`src/ifpe_pkg.sv`:
```
// Shared types and constants of the infrared frame pulse encoder.
`timescale 1ns / 1ps
`default_nettype none
package ifpe_pkg;

	localparam int MESSAGE_BYTES = 13;
	localparam int POS_W         = $clog2(MESSAGE_BYTES);
	localparam int DUR_W         = 16;
	localparam int BYTE_W        = 8;
	localparam int BIT_IDX_W     = $clog2(BYTE_W);
	localparam int CFG_IDX_W     = 3;

	localparam logic [POS_W-1:0] LAST_POS = POS_W'(MESSAGE_BYTES - 1);

	typedef logic [DUR_W-1:0] dur_t;

	typedef enum logic [CFG_IDX_W-1:0] {
		CFG_HEADER_MARK  = 3'd0,
		CFG_HEADER_SPACE = 3'd1,
		CFG_BIT_MARK     = 3'd2,
		CFG_ONE_SPACE    = 3'd3,
		CFG_ZERO_SPACE   = 3'd4,
		CFG_GAP_SPACE    = 3'd5
	} cfg_idx_t;

	localparam dur_t RST_HEADER_MARK  = 16'd8968;
	localparam dur_t RST_HEADER_SPACE = 16'd4425;
	localparam dur_t RST_BIT_MARK     = 16'd600;
	localparam dur_t RST_ONE_SPACE    = 16'd1650;
	localparam dur_t RST_ZERO_SPACE   = 16'd500;
	localparam dur_t RST_GAP_SPACE    = 16'd8968;

	typedef struct packed {
		dur_t lead_mark;
		dur_t lead_space;
		dur_t data_mark;
		dur_t high_space;
		dur_t low_space;
		dur_t tail_space;
	} timing_t;

	// One queued byte job: which framing pairs surround the eight bit pairs.
	typedef struct packed {
		logic              header;
		logic              trailer;
		logic [BYTE_W-1:0] data;
	} desc_t;

	typedef enum logic [1:0] {
		PH_HEADER,
		PH_BITS,
		PH_TRAILER
	} phase_t;

endpackage
`default_nettype wire

```
`src/ifpe_if.sv`:
```
// Handshake channel interfaces for bytes in, pulse pairs out and register writes.
`timescale 1ns / 1ps
`default_nettype none
interface ifpe_byte_if;
	logic                            valid;
	logic                            ready;
	logic [ifpe_pkg::BYTE_W-1:0]     data_byte;

	modport source (output valid, output data_byte, input ready);
	modport sink   (input valid, input data_byte, output ready);
endinterface

interface ifpe_pair_if;
	logic            valid;
	logic            ready;
	ifpe_pkg::dur_t  mark_us;
	ifpe_pkg::dur_t  space_us;
	logic            frame_end;
	logic            last_of_run;

	modport source (output valid, output mark_us, output space_us, output frame_end,
		output last_of_run, input ready);
	modport sink   (input valid, input mark_us, input space_us, input frame_end,
		input last_of_run, output ready);
endinterface

interface ifpe_cfg_if;
	logic                             valid;
	logic                             ready;
	logic [ifpe_pkg::CFG_IDX_W-1:0]   reg_index;
	ifpe_pkg::dur_t                   wdata;

	modport source (output valid, output reg_index, output wdata, input ready);
	modport sink   (input valid, input reg_index, input wdata, output ready);
endinterface
`default_nettype wire

```
`src/ifpe_cfg.sv`:
```
// Timing register file written through the configuration channel.
`timescale 1ns / 1ps
`default_nettype none
module ifpe_cfg (
	input  wire              clk,
	input  wire              arst_n,
	ifpe_cfg_if.sink         cfg,
	output ifpe_pkg::timing_t timing
);

	ifpe_pkg::timing_t timing_q;
	logic              wr;

	assign cfg.ready = 1'b1;
	assign wr        = cfg.valid && cfg.ready;
	assign timing    = timing_q;

	always_ff @(posedge clk or negedge arst_n) begin
		if (!arst_n) begin
			timing_q.lead_mark  <= ifpe_pkg::RST_HEADER_MARK;
			timing_q.lead_space <= ifpe_pkg::RST_HEADER_SPACE;
			timing_q.data_mark  <= ifpe_pkg::RST_BIT_MARK;
			timing_q.high_space <= ifpe_pkg::RST_ONE_SPACE;
			timing_q.low_space  <= ifpe_pkg::RST_ZERO_SPACE;
			timing_q.tail_space <= ifpe_pkg::RST_GAP_SPACE;
		end else if (wr) begin
			// Indexes past the last register are dropped.
			case (ifpe_pkg::cfg_idx_t'(cfg.reg_index))
				ifpe_pkg::CFG_HEADER_MARK:  timing_q.lead_mark  <= cfg.wdata;
				ifpe_pkg::CFG_HEADER_SPACE: timing_q.lead_space <= cfg.wdata;
				ifpe_pkg::CFG_BIT_MARK:     timing_q.data_mark  <= cfg.wdata;
				ifpe_pkg::CFG_ONE_SPACE:    timing_q.high_space <= cfg.wdata;
				ifpe_pkg::CFG_ZERO_SPACE:   timing_q.low_space  <= cfg.wdata;
				ifpe_pkg::CFG_GAP_SPACE:    timing_q.tail_space <= cfg.wdata;
				default: begin
				end
			endcase
		end
	end

endmodule
`default_nettype wire

```
`src/ifpe_front.sv`:
```
// Front end: accepts frame bytes, tracks frame position and checksum, issues byte jobs.
`timescale 1ns / 1ps
`default_nettype none
module ifpe_front (
	input  wire              clk,
	input  wire              arst_n,
	ifpe_byte_if.sink        byte_in,
	input  wire              q_full,
	output logic             q_push,
	output ifpe_pkg::desc_t  q_desc
);

	logic [ifpe_pkg::POS_W-1:0]  pos_q;
	logic [ifpe_pkg::BYTE_W-1:0] sum_q;
	logic                        last_byte;

	assign byte_in.ready = !q_full;
	assign q_push        = byte_in.valid && byte_in.ready;
	assign last_byte     = (pos_q == ifpe_pkg::LAST_POS);

	// The final byte of a frame carries the running sum instead of its own value.
	assign q_desc.header  = (pos_q == '0);
	assign q_desc.trailer = last_byte;
	assign q_desc.data    = last_byte ? sum_q : byte_in.data_byte;

	always_ff @(posedge clk or negedge arst_n) begin
		if (!arst_n) begin
			pos_q <= '0;
			sum_q <= '0;
		end else if (q_push) begin
			if (last_byte) begin
				pos_q <= '0;
				sum_q <= '0;
			end else begin
				pos_q <= pos_q + 1'b1;
				sum_q <= sum_q + byte_in.data_byte;
			end
		end
	end

endmodule
`default_nettype wire

```
`src/ifpe_fifo.sv`:
```
// Two-entry queue of byte jobs between the front and back ends.
`timescale 1ns / 1ps
`default_nettype none
module ifpe_fifo (
	input  wire              clk,
	input  wire              arst_n,
	input  wire              push,
	input  ifpe_pkg::desc_t  push_desc,
	output logic             full,
	input  wire              pop,
	output logic             not_empty,
	output ifpe_pkg::desc_t  head_desc
);

	ifpe_pkg::desc_t mem_q [2];
	logic            wr_ptr_q;
	logic            rd_ptr_q;
	logic [1:0]      count_q;
	logic            do_push;
	logic            do_pop;

	assign full      = count_q[1];
	assign not_empty = (count_q != 2'd0);
	assign head_desc = mem_q[rd_ptr_q];
	assign do_push   = push && !full;
	assign do_pop    = pop && not_empty;

	always_ff @(posedge clk) begin
		if (do_push) begin
			mem_q[wr_ptr_q] <= push_desc;
		end
	end

	always_ff @(posedge clk or negedge arst_n) begin
		if (!arst_n) begin
			wr_ptr_q <= 1'b0;
			rd_ptr_q <= 1'b0;
			count_q  <= 2'd0;
		end else begin
			if (do_push) begin
				wr_ptr_q <= !wr_ptr_q;
			end
			if (do_pop) begin
				rd_ptr_q <= !rd_ptr_q;
			end
			case ({do_push, do_pop})
				2'b10:   count_q <= count_q + 2'd1;
				2'b01:   count_q <= count_q - 2'd1;
				default: count_q <= count_q;
			endcase
		end
	end

endmodule
`default_nettype wire

```
`src/ifpe_back.sv`:
```
// Back end: byte jobs to mark/space pairs, one pair per cycle if unstalled.
`timescale 1ns / 1ps
`default_nettype none
module ifpe_back (
	input  wire               clk,
	input  wire               arst_n,
	input  ifpe_pkg::timing_t timing,
	input  wire               q_not_empty,
	input  ifpe_pkg::desc_t   q_desc,
	output logic              q_pop,
	ifpe_pair_if.source       pair_out
);

	logic                           busy_q, busy_d;
	ifpe_pkg::desc_t                desc_q;
	ifpe_pkg::phase_t               phase_q, phase_d;
	logic [ifpe_pkg::BIT_IDX_W-1:0] bit_q, bit_d;

	logic                           out_valid_q;
	ifpe_pkg::dur_t                 mark_q, space_q;
	logic                           frame_end_q, last_of_run_q;

	ifpe_pkg::dur_t                 pair_mark, pair_space;
	logic                           pair_end, pair_last;
	logic                           advance, emit, load;

	// The output register may refill in the cycle its pair is taken.
	assign advance = !out_valid_q || pair_out.ready;
	assign emit    = busy_q && advance;
	// A new job starts in the same cycle as the final pair of the previous one.
	assign load    = advance && (!busy_q || pair_last) && q_not_empty;
	assign q_pop   = load;

	always_comb begin
		pair_mark  = timing.data_mark;
		pair_space = desc_q.data[bit_q] ? timing.high_space : timing.low_space;
		pair_end   = 1'b0;
		pair_last  = 1'b0;
		case (phase_q)
			ifpe_pkg::PH_HEADER: begin
				pair_mark  = timing.lead_mark;
				pair_space = timing.lead_space;
			end
			ifpe_pkg::PH_BITS: begin
				pair_last = (&bit_q) && !desc_q.trailer;
			end
			ifpe_pkg::PH_TRAILER: begin
				pair_space = timing.tail_space;
				pair_end   = 1'b1;
				pair_last  = 1'b1;
			end
			default: begin
			end
		endcase
	end

	always_comb begin
		phase_d = phase_q;
		bit_d   = bit_q;
		busy_d  = busy_q;
		if (emit) begin
			case (phase_q)
				ifpe_pkg::PH_HEADER: begin
					phase_d = ifpe_pkg::PH_BITS;
				end
				ifpe_pkg::PH_BITS: begin
					bit_d = bit_q + 1'b1;
					if (&bit_q) begin
						if (desc_q.trailer) begin
							phase_d = ifpe_pkg::PH_TRAILER;
						end else begin
							busy_d = 1'b0;
						end
					end
				end
				default: begin
					busy_d = 1'b0;
				end
			endcase
		end
		if (load) begin
			busy_d  = 1'b1;
			phase_d = q_desc.header ? ifpe_pkg::PH_HEADER : ifpe_pkg::PH_BITS;
			bit_d   = '0;
		end
	end

	always_ff @(posedge clk or negedge arst_n) begin
		if (!arst_n) begin
			busy_q      <= 1'b0;
			phase_q     <= ifpe_pkg::PH_HEADER;
			bit_q       <= '0;
			out_valid_q <= 1'b0;
		end else begin
			busy_q  <= busy_d;
			phase_q <= phase_d;
			bit_q   <= bit_d;
			if (advance) begin
				out_valid_q <= emit;
			end
		end
	end

	always_ff @(posedge clk) begin
		if (load) begin
			desc_q <= q_desc;
		end
		if (emit) begin
			mark_q        <= pair_mark;
			space_q       <= pair_space;
			frame_end_q   <= pair_end;
			last_of_run_q <= pair_last;
		end
	end

	assign pair_out.valid       = out_valid_q;
	assign pair_out.mark_us     = mark_q;
	assign pair_out.space_us    = space_q;
	assign pair_out.frame_end   = frame_end_q;
	assign pair_out.last_of_run = last_of_run_q;

endmodule
`default_nettype wire

```
`src/ir_frame_pulse_encoder.sv`:
```
// Top level of the infrared frame pulse encoder.
`timescale 1ns / 1ps
`default_nettype none
// Takes frame bytes on byte_in and emits pulse-distance mark/space pairs on pair_out,
// one pair per clock while the sink is ready: eight bit pairs per byte, LSB first,
// plus a header pair before the first byte of a frame and a trailer pair (frame_end)
// after the last, whose value is replaced by the 8-bit sum of the earlier bytes.
// The pair sequencer in the back end produces these pairs in order; a two-entry
// job queue in front of it lets bytes be taken while earlier ones are
// still being sent. last_of_run marks the final pair of each byte. Timing registers
// are written on cfg (index 0..5, other indexes ignored) and should only be
// changed while no pairs are pending.
module ir_frame_pulse_encoder (
	input  wire          clk,
	input  wire          arst_n,
	ifpe_byte_if.sink    byte_in,
	ifpe_pair_if.source  pair_out,
	ifpe_cfg_if.sink     cfg
);

	ifpe_pkg::timing_t timing;
	ifpe_pkg::desc_t   push_desc;
	ifpe_pkg::desc_t   head_desc;
	logic              q_push;
	logic              q_full;
	logic              q_pop;
	logic              q_not_empty;

	ifpe_cfg u_cfg (
		.clk    (clk),
		.arst_n (arst_n),
		.cfg    (cfg),
		.timing (timing)
	);

	ifpe_front u_front (
		.clk     (clk),
		.arst_n  (arst_n),
		.byte_in (byte_in),
		.q_full  (q_full),
		.q_push  (q_push),
		.q_desc  (push_desc)
	);

	ifpe_fifo u_fifo (
		.clk       (clk),
		.arst_n    (arst_n),
		.push      (q_push),
		.push_desc (push_desc),
		.full      (q_full),
		.pop       (q_pop),
		.not_empty (q_not_empty),
		.head_desc (head_desc)
	);

	ifpe_back u_back (
		.clk         (clk),
		.arst_n      (arst_n),
		.timing      (timing),
		.q_not_empty (q_not_empty),
		.q_desc      (head_desc),
		.q_pop       (q_pop),
		.pair_out    (pair_out)
	);

endmodule
`default_nettype wire
```
`src/flat_wrapper.sv`:
```
// flat-port wrapper written by rule: the top's interface ports become plain ports
module ir_frame_pulse_encoder_flat 
  (clk, arst_n, byte_in_valid, byte_in_data_byte, byte_in_ready, pair_out_valid, pair_out_mark_us, pair_out_space_us, pair_out_frame_end, pair_out_last_of_run, pair_out_ready, cfg_valid, cfg_reg_index, cfg_wdata, cfg_ready);
  ifpe_byte_if byte_in_i ();
  ifpe_pair_if pair_out_i ();
  ifpe_cfg_if cfg_i ();
  input  wire clk;
  input  wire arst_n;
  input wire logic [$bits(byte_in_i.valid)-1:0] byte_in_valid;
  input wire logic [$bits(byte_in_i.data_byte)-1:0] byte_in_data_byte;
  output wire logic [$bits(byte_in_i.ready)-1:0] byte_in_ready;
  output wire logic [$bits(pair_out_i.valid)-1:0] pair_out_valid;
  output wire logic [$bits(pair_out_i.mark_us)-1:0] pair_out_mark_us;
  output wire logic [$bits(pair_out_i.space_us)-1:0] pair_out_space_us;
  output wire logic [$bits(pair_out_i.frame_end)-1:0] pair_out_frame_end;
  output wire logic [$bits(pair_out_i.last_of_run)-1:0] pair_out_last_of_run;
  input wire logic [$bits(pair_out_i.ready)-1:0] pair_out_ready;
  input wire logic [$bits(cfg_i.valid)-1:0] cfg_valid;
  input wire logic [$bits(cfg_i.reg_index)-1:0] cfg_reg_index;
  input wire logic [$bits(cfg_i.wdata)-1:0] cfg_wdata;
  output wire logic [$bits(cfg_i.ready)-1:0] cfg_ready;
  assign byte_in_i.valid = byte_in_valid;
  assign byte_in_i.data_byte = byte_in_data_byte;
  assign byte_in_ready = byte_in_i.ready;
  assign pair_out_valid = pair_out_i.valid;
  assign pair_out_mark_us = pair_out_i.mark_us;
  assign pair_out_space_us = pair_out_i.space_us;
  assign pair_out_frame_end = pair_out_i.frame_end;
  assign pair_out_last_of_run = pair_out_i.last_of_run;
  assign pair_out_i.ready = pair_out_ready;
  assign cfg_i.valid = cfg_valid;
  assign cfg_i.reg_index = cfg_reg_index;
  assign cfg_i.wdata = cfg_wdata;
  assign cfg_ready = cfg_i.ready;
  ir_frame_pulse_encoder u_core (.clk(clk), .arst_n(arst_n), .byte_in(byte_in_i), .pair_out(pair_out_i), .cfg(cfg_i));
endmodule
```
`config.mk`:
```
export PLATFORM = sky130hd
export DESIGN_NAME = ir_frame_pulse_encoder_flat
export DESIGN_NICKNAME = d
export VERILOG_FILES = /design/src/ifpe_pkg.sv /design/src/ifpe_if.sv /design/src/ifpe_cfg.sv /design/src/ifpe_front.sv /design/src/ifpe_fifo.sv /design/src/ifpe_back.sv /design/src/ir_frame_pulse_encoder.sv /design/src/flat_wrapper.sv
export SDC_FILE = /design/constraint.sdc
export NUM_CORES = 1
export LEC_CHECK = 0
export BUFFER_PORTS_ARGS = -buffer_cell sky130_fd_sc_hd__buf_2
export CAP_MARGIN = 10
export CELL_PAD_IN_SITES_DETAIL_PLACEMENT = 0
export CELL_PAD_IN_SITES_GLOBAL_PLACEMENT = 1
export CORE_UTILIZATION = 45
export DETAILED_ROUTE_END_ITERATION = 6
export GPL_ROUTABILITY_DRIVEN = 1
export GPL_TIMING_DRIVEN = 0
export PLACE_DENSITY = 0.87
export SLEW_MARGIN = 20
export SYNTH_ARGS = -nofsm -noshare
export SYNTH_HDL_FRONTEND = slang
export SYNTH_HIERARCHICAL = 1
export SYNTH_SLANG_ARGS = --single-unit
```
`constraint.sdc`:
```
create_clock -name clk -period 2.8 [get_ports clk]
set_clock_uncertainty 0.2 [all_clocks]
set_input_delay 0.56 -clock clk [delete_from_list [all_inputs] [get_ports clk]]
set_output_delay 0.56 -clock clk [all_outputs]
set_load 0.01 [all_outputs]
```
== Yosys cells after proc, flatten, opt, wreduce, memory -nomap -nowiden ==
Memories as Yosys holds them, arrays and structs flattened.
Cells that the tools add are included.

* Bits in registers: 162
* Memory bits (writable): 20
* Bits of input ports: 32
* Output and inout port bits: 37
* Logic and storage cells: 102
* Memories kept: 1

* Add/subtract/negate cells: 5
* Magnitude comparators: 1
* Eq/ne operators: 14
* Mux-type cells: 27
* Reductions and logical operators: 33

{| class="wikitable"
|+ Memories
! name !! depth !! bits a word !! read ports !! clocked after memory_dff !! wr ports !! line !! source
|-
| u_core.u_fifo.mem_q || 2 || 10 || 1 || 0 || 1 || ifpe_fifo.sv:15 || <nowiki>ifpe_pkg::desc_t mem_q [2];</nowiki>
|}

{| class="wikitable"
|+ Operator list
! kind !! number
|-
| $mux W16 || 2
|-
| $pmux W16 S2 || 1
|-
| $mux W8 || 2
|-
| $reduce_and A2 Y1 || 7
|-
| $mux W1 || 9
|-
| $mux W3 || 3
|-
| $ne A3 B2 Y1 const B || 3
|-
| $add A8 B8 Y8 || 1
|-
| $mux W2 || 4
|-
| $pmux W2 S2 || 2
|-
| $reduce_and A4 Y1 || 2
|-
| $reduce_bool A2 Y1 || 4
|-
| $logic_and A1 B1 Y1 || 7
|-
| $eq A3 B2 Y1 const B || 2
|-
| $eq A3 B3 Y1 const B || 2
|-
| $logic_not A1 Y1 || 6
|-
| $add A4 B1 Y4 const B || 1
|-
| $eq A2 B1 Y1 const B || 2
|-
| $eq A2 B2 Y1 const B || 2
|-
| $eq A4 B4 Y1 const B || 1
|-
| $logic_not A4 Y1 || 1
|-
| $lt A3 B4 Y1 const B || 1
|-
| $mux W4 || 1
|-
| $pmux W1 S2 || 2
|-
| 11 further kinds || 12
|}

== Depth between registers and ports, before layout ==
* Depth in word-level cells: 9
* Depth in mapped cells: 10
* Depth with buffers taken out: 10

== Modules after synthesis ==
Netlist, hierarchy kept.

{| class="wikitable"
|+ Modules (own cells, without submodules)
! module !! instances !! cells an instance !! area each (µm²) !! seq. area each (µm²)
|-
| ifpe_cfg || 1 || 210 || 3,726.1 || 2,438.6
|-
| ifpe_back || 1 || 165 || 2,396.0 || 1,466.4
|-
| ifpe_fifo || 1 || 48 || 915.9 || 700.7
|-
| ifpe_front || 1 || 117 || 910.9 || 300.3
|}

== Worst setup path after synthesis ==
OpenSTA, ideal clock, no wires.

* Kind: flip-flop to flip-flop
* Start point: register u_core.u_back.phase_q[0]
* End point: register u_core.u_fifo.count_q[1]
* Library setup time: 79 ps
* Arrival: 2,452 ps
* Required time: 2,521 ps
* Setup slack: 69 ps
* Cell stages (with the launch flop): 10
* Buffers on the path: 1
* Clock period less this slack: 2,731 ps
* Path through: dfrtp_1 -> inv_1 -> ha_1 -> clkbuf_1 -> o21ai_0 -> a21oi_1 -> and2_4 -> ha_1 -> nor2_1 -> xor2_1

* Longest elaborated chain between the ends: 8
* Elaborated cells between the ends (all ways): 11
* Classes of those cells: 4 x eq/ne; 2 x mux; 5 x reduce/logical

{| class="wikitable"
|+ RTL lines
! what !! line !! source
|-
| start, declared || ifpe_back.sv:16 || <nowiki>ifpe_pkg::phase_t phase_q, phase_d;</nowiki>
|-
| start signal, assigned || ifpe_back.sv:91 || <nowiki>phase_q <= ifpe_pkg::PH_HEADER;</nowiki>
|-
| start signal, assigned || ifpe_back.sv:96 || <nowiki>phase_q <= phase_d;</nowiki>
|-
| $eq A2 B2 Y1 / $eq A2 B1 Y1 (equally long branches) || ifpe_back.sv:39 || <nowiki>case (phase_q)</nowiki>
|-
| $pmux W1 S2 (*) || ifpe_back.sv:39 ||
|-
| $logic_or A1 B1 Y1 (*) || ifpe_back.sv:31 || <nowiki>assign load = advance && (!busy_q || pair_last) && q_not_empty;</nowiki>
|-
| $logic_and A1 B1 Y1 (*) (2 in series) || ifpe_back.sv:31 ||
|-
| via u_core.q_pop || ir_frame_pulse_encoder.sv:26 || <nowiki>logic q_pop;</nowiki>
|-
| $logic_and A1 B1 Y1 (*) || ifpe_fifo.sv:26 || <nowiki>assign do_pop = pop && not_empty;</nowiki>
|-
| via u_core.u_fifo.do_pop || ifpe_fifo.sv:20 || <nowiki>logic do_pop;</nowiki>
|-
| $eq A2 B1 Y1 / $eq A2 B2 Y1 (equally long branches) || ifpe_fifo.sv:46 || <nowiki>case ({do_push, do_pop})</nowiki>
|-
| $pmux W2 S2 / $reduce_bool A2 Y1 (equally long branches) || n/a ||
|-
| end signal, assigned || ifpe_fifo.sv:47 || <nowiki>2'b10: count_q <= count_q + 2'd1;</nowiki>
|-
| end signal, assigned || ifpe_fifo.sv:48 || <nowiki>2'b01: count_q <= count_q - 2'd1;</nowiki>
|-
| end signal, assigned || ifpe_fifo.sv:49 || <nowiki>default: count_q <= count_q;</nowiki>
|-
| end, declared || ifpe_fifo.sv:18 || <nowiki>logic [1:0] count_q;</nowiki>
|}

The timed path passes the listed nets; every way through them passes the cells marked *.
A chain may end at the register's enable or synchronous reset.

== Final worst setup path ==
* Start point: register u_core.u_back.phase_q[0]
* End point: register u_core.u_back.mark_q[4] (netlist: u_core/u_back/pair_out.mark_us[4]) (data pin)

* Longest elaborated chain between the ends: 2

{| class="wikitable"
|+ RTL lines
! what !! line !! source
|-
| $logic_not A2 Y1 || ifpe_back.sv:39 ||
|-
| $mux W16 || ifpe_back.sv:39 ||
|-
| via u_core.u_back.pair_mark[4] || ifpe_back.sv:23 || <nowiki>ifpe_pkg::dur_t pair_mark, pair_space;</nowiki>
|-
| end signal, assigned || ifpe_back.sv:109 || <nowiki>mark_q <= pair_mark;</nowiki>
|-
| end, declared || ifpe_back.sv:20 || <nowiki>ifpe_pkg::dur_t mark_q, space_q;</nowiki>
|}

The timed path passes the listed nets, and every way through them passes these cells.

==> metrics.md <==
| Metric | Value |
|---|---|
| Status | finished clean |
| DP HPWL | 10.61 mm |
| Clk root buf | clkbuf_16 |
| Share of the synthesized area in the top cell type | 28.33% |
| Final setup vio count | 0 |
| Period utilization | 90.21% |
| Crit path DAT | 2.49 ns |
| Post-CTS setup buffer count | 0 |
| DR pass1 iterations | 4 |
| Avg Inst Size Synth | 14.72 um2 |
| Dominant cell type by count on the critical path | clkbuf_1 |
| DRT iter0 DRCs | 193 |
| Pwr dens | 995.4 nW/um2 |
| Via count | 4651 |
| GP Congestion | 0.8228 |
| Crit end category | register |
| Worst vdd ir | 524.7 uV |
| I/O Buffers | 66 |
| DRC viols | 0 |
| Crit-path slowest cell | clkbuf_1 |
| Pin count of the biggest net entering global routing | 68 |
| P&R area growth vs syn | 16.04% |
| Crit-path cells | inv_1, ha_1, clkbuf_1, clkbuf_1, mux2_2 |
| Final ANT Viol Nets | 0 |
| CP delay by family, top | buffers and inverters |
| Yosys top cell by area | dfrtp_1 |
| FP Rows | 48 |
| Reg-to-reg setup timing slack | 0.27 ns |
| Synthesized flop and latch total | 182 |
| Min-Delay Path Class | in -> reg |
| WL/cell | 17.83 um |
| Setup CP Type | reg -> reg |
| Worst EP required | 2.77 ns |
| Power, Total | 9.182 mW |
| Post-Layout Inst Area | 9224 um2 |
| Synth Flop Type | dfrtp_1 |
| GRT Total Usage | 18.28% |
| Worst skew pair latency | 0.42 ns |
| Initial antenna violation count | 0 |
| # clock sinks | 182 |
| Peak Freq | 0.3959 GHz |
| Post-synth top cells | mux2_2, dfrtp_1, edfxtp_1 |
| Worst-path clk slew | 0.06 ns |
| Post-DP Area | 8616 um2 |
| CTS tree | done |
| WL final | 15.42 mm |
| Via density per instance | 5.377 |
| Least-Margin Pin Slew | 0.7866 ns |
| RSZ-0062 raised after global routing | false |
| Post-synth EDFFs | 63 |
| Die Span Y | 134.9 um |
| Crit path launch type | register |
| Fin nets | 675 |
| Fin. max-slew vios | 0 |
| Synth async-reset ratio | 65.38% |
| Vias in the first global route | 4926 |
| Register area | 4906 um2 |
| Register area share after synthesis | 61.72% |
| Yosys cell types | 60 |
| Die X | 134.9 um |
| Non-filler cells, final | 865 |
| Area contributors post-synth | dfrtp_1, edfxtp_1, mux2_2 |
| Critical path buffers and inverters | 3 |
| Total gr overflow | 0 |
| Final Hold Vio Count | 0 |
| Syn nets | 588 |
| CP max stage delay | 0.65 ns |
| Lkg Pwr | 3.847 nW |
| Core area | 17300 um2 |
| Max Cap Violations | 0 |
| Fin crit period | 2.526 ns |
| Die ar. | 18200 um2 |
| First-pass GRT wire length | 25.12 mm |
| Multi-input logic area | 2824 um2 |
| N_diodes | 0 |
| Maximum buffer depth of the clock tree | 2 |
| Worst slew margin | 47.56% |
| Share of layout cells above drive strength 1 | 44.06% |
| Fillers | 1409 |
| Crit path max fanout | 10 |
| Cell Area, Synth | 7949 um2 |
| Mapped Cells | 540 |
| Count leader, synth | mux2_2 |
| Placed cell count | 833 |
| Num CTS Buffers | 17 |
| Yosys warns | 6 |
| Initial core utilization | 45.96% |
| Ports | 69 |
| CTS H-tree lvls | 4 |
| WHS | 0.2493 ns |
what timing repair did:
| action | CTS | global route |
|---|---|---|
| resized for setup | 2 | 5 |
| pin swaps | 0 | 0 |
| endpoints found under the setup margin | 23 | 12 |
| endpoints found under the hold margin | 42 | 0 |
| hold buffers | 1 | 0 |
area by class of cell:
type                       count  share of cell area, %
tap                          225                  3.052
clock inverter                13                  1.289
multi-input combinational    320                  30.62
sequential                   182                  53.19
timing repair buffer          69                  4.273
inverter                      14                 0.5697
buffer                        23                  1.980
clock buffer                  19                  5.033
per-stage QoR:
step,utilization (%),setup slack (ns),setup TNS (ns)
6_report,53.33,0.2741,0
5_1_grt,53.33,0.07626,0
4_1_cts,53.28,0.01196,0
3_5_place_dp,49.81,-0.5990,-2.708
3_3_place_gp,49.49,-0.4765,-37.45
2_1_floorplan,-,0.06909,0
logic make-up after synthesis:
kind of cell               Yosys count  synth area share (%)
muxes                              142                 20.29
and+or+nand+nor                     79                 5.494
xor gates and xnor gates             8                0.8815
adders and majority gates           16                 2.613
AOI/OAI and AO/OA                   74                 5.966
buffers and inverters               38                 2.991
DFF                                182                 61.72
other                                1               0.04718
layout by cell type, fill, tap and decap left out, drive strengths merged, types with 3 or more instances in the layout:
master	synthesis	final
mux2	123	123
dfrtp	90	90
buf	16	84
edfxtp	63	63
nand2	44	44
o21ai	31	31
dfstp	29	29
clkbuf	8	26
mux2i	17	17
inv	13	17
a22oi	16	16
ha	15	15
a21oi	9	9
clkinv	1	6
nand2b	5	5
nor2	5	5
xnor2	5	5
a22o	4	4
clkinvlp	0	3
nand3	3	3
a21o	3	3
xor2	3	3
o41ai	3	3
and4bb	3	3
and2	3	3
routing by layer:
| layer | vias up | track usage (%) | share of wire [%] |
|---|---|---|---|
| met5 | - | 0 | 0 |
| met4 | 0 | 5.930 | 1.3 |
| met3 | 13 | 3.866 | 4.1 |
| met2 | 111 | 33.19 | 53 |
| met1 | 2374 | 21.44 | 42 |
| li1 | 2153 | - | - |
path summary, 6_finish.rpt:
check	startpoint	endpoint	depth (start not counted)
max in group asynchronous	arst_n	u_core/u_cfg/timing[88]	3
max reg2reg	u_core/u_back/phase_q[0]	u_core/u_back/pair_out.mark_us[4]	5
min in group asynchronous	arst_n	u_core/u_cfg/timing[2]	2
max	u_core/u_back/phase_q[0]	u_core/u_back/pair_out.mark_us[4]	5
min reg2reg	u_core/u_front/sum_q[0]	u_core/u_front/sum_q[0]	2
min	cfg_wdata[4]	u_core/u_cfg/timing[68]	2
state kept, by name (all words and copies together) (netlist names):
signal                              cells
u_core/u_front/pos_q                    4
u_core/u_back/pair_out.valid            1
u_core/u_back/phase_q                   2
u_core/u_fifo/rd_ptr_q                  1
u_core/u_front/sum_q                    8
u_core/u_back/bit_q                     3
u_core/u_back/desc_q                    9
u_core/u_back/pair_out.frame_end        1
u_core/u_fifo/count_q                   2
u_core/u_back/pair_out.mark_us         16
u_core/u_back/pair_out.space_us        16
u_core/u_back/busy_q                    1
u_core/u_cfg/timing                    96
u_core/u_fifo/wr_ptr_q                  1
u_core/u_back/pair_out.last_of_run      1
u_core/u_fifo/mem_q                    20
worst reg2reg max path: stages (launching register included):
cell and delay, ns:
dfrtp_1 0.39, inv_1 0.11, ha_1 0.16, clkbuf_1 0.35, clkbuf_1 0.65, mux2_2 0.42
where the power goes:
group	internal, mW	switching (mW)	leakage (nW)
Combinational	1.30	1.43	1.59
Clock	1.31	1.00	0.276
Sequential	3.77	0.381	1.99
Total	6.37	2.81	3.85
No activity file was read; power rests on OpenSTA's default activity.
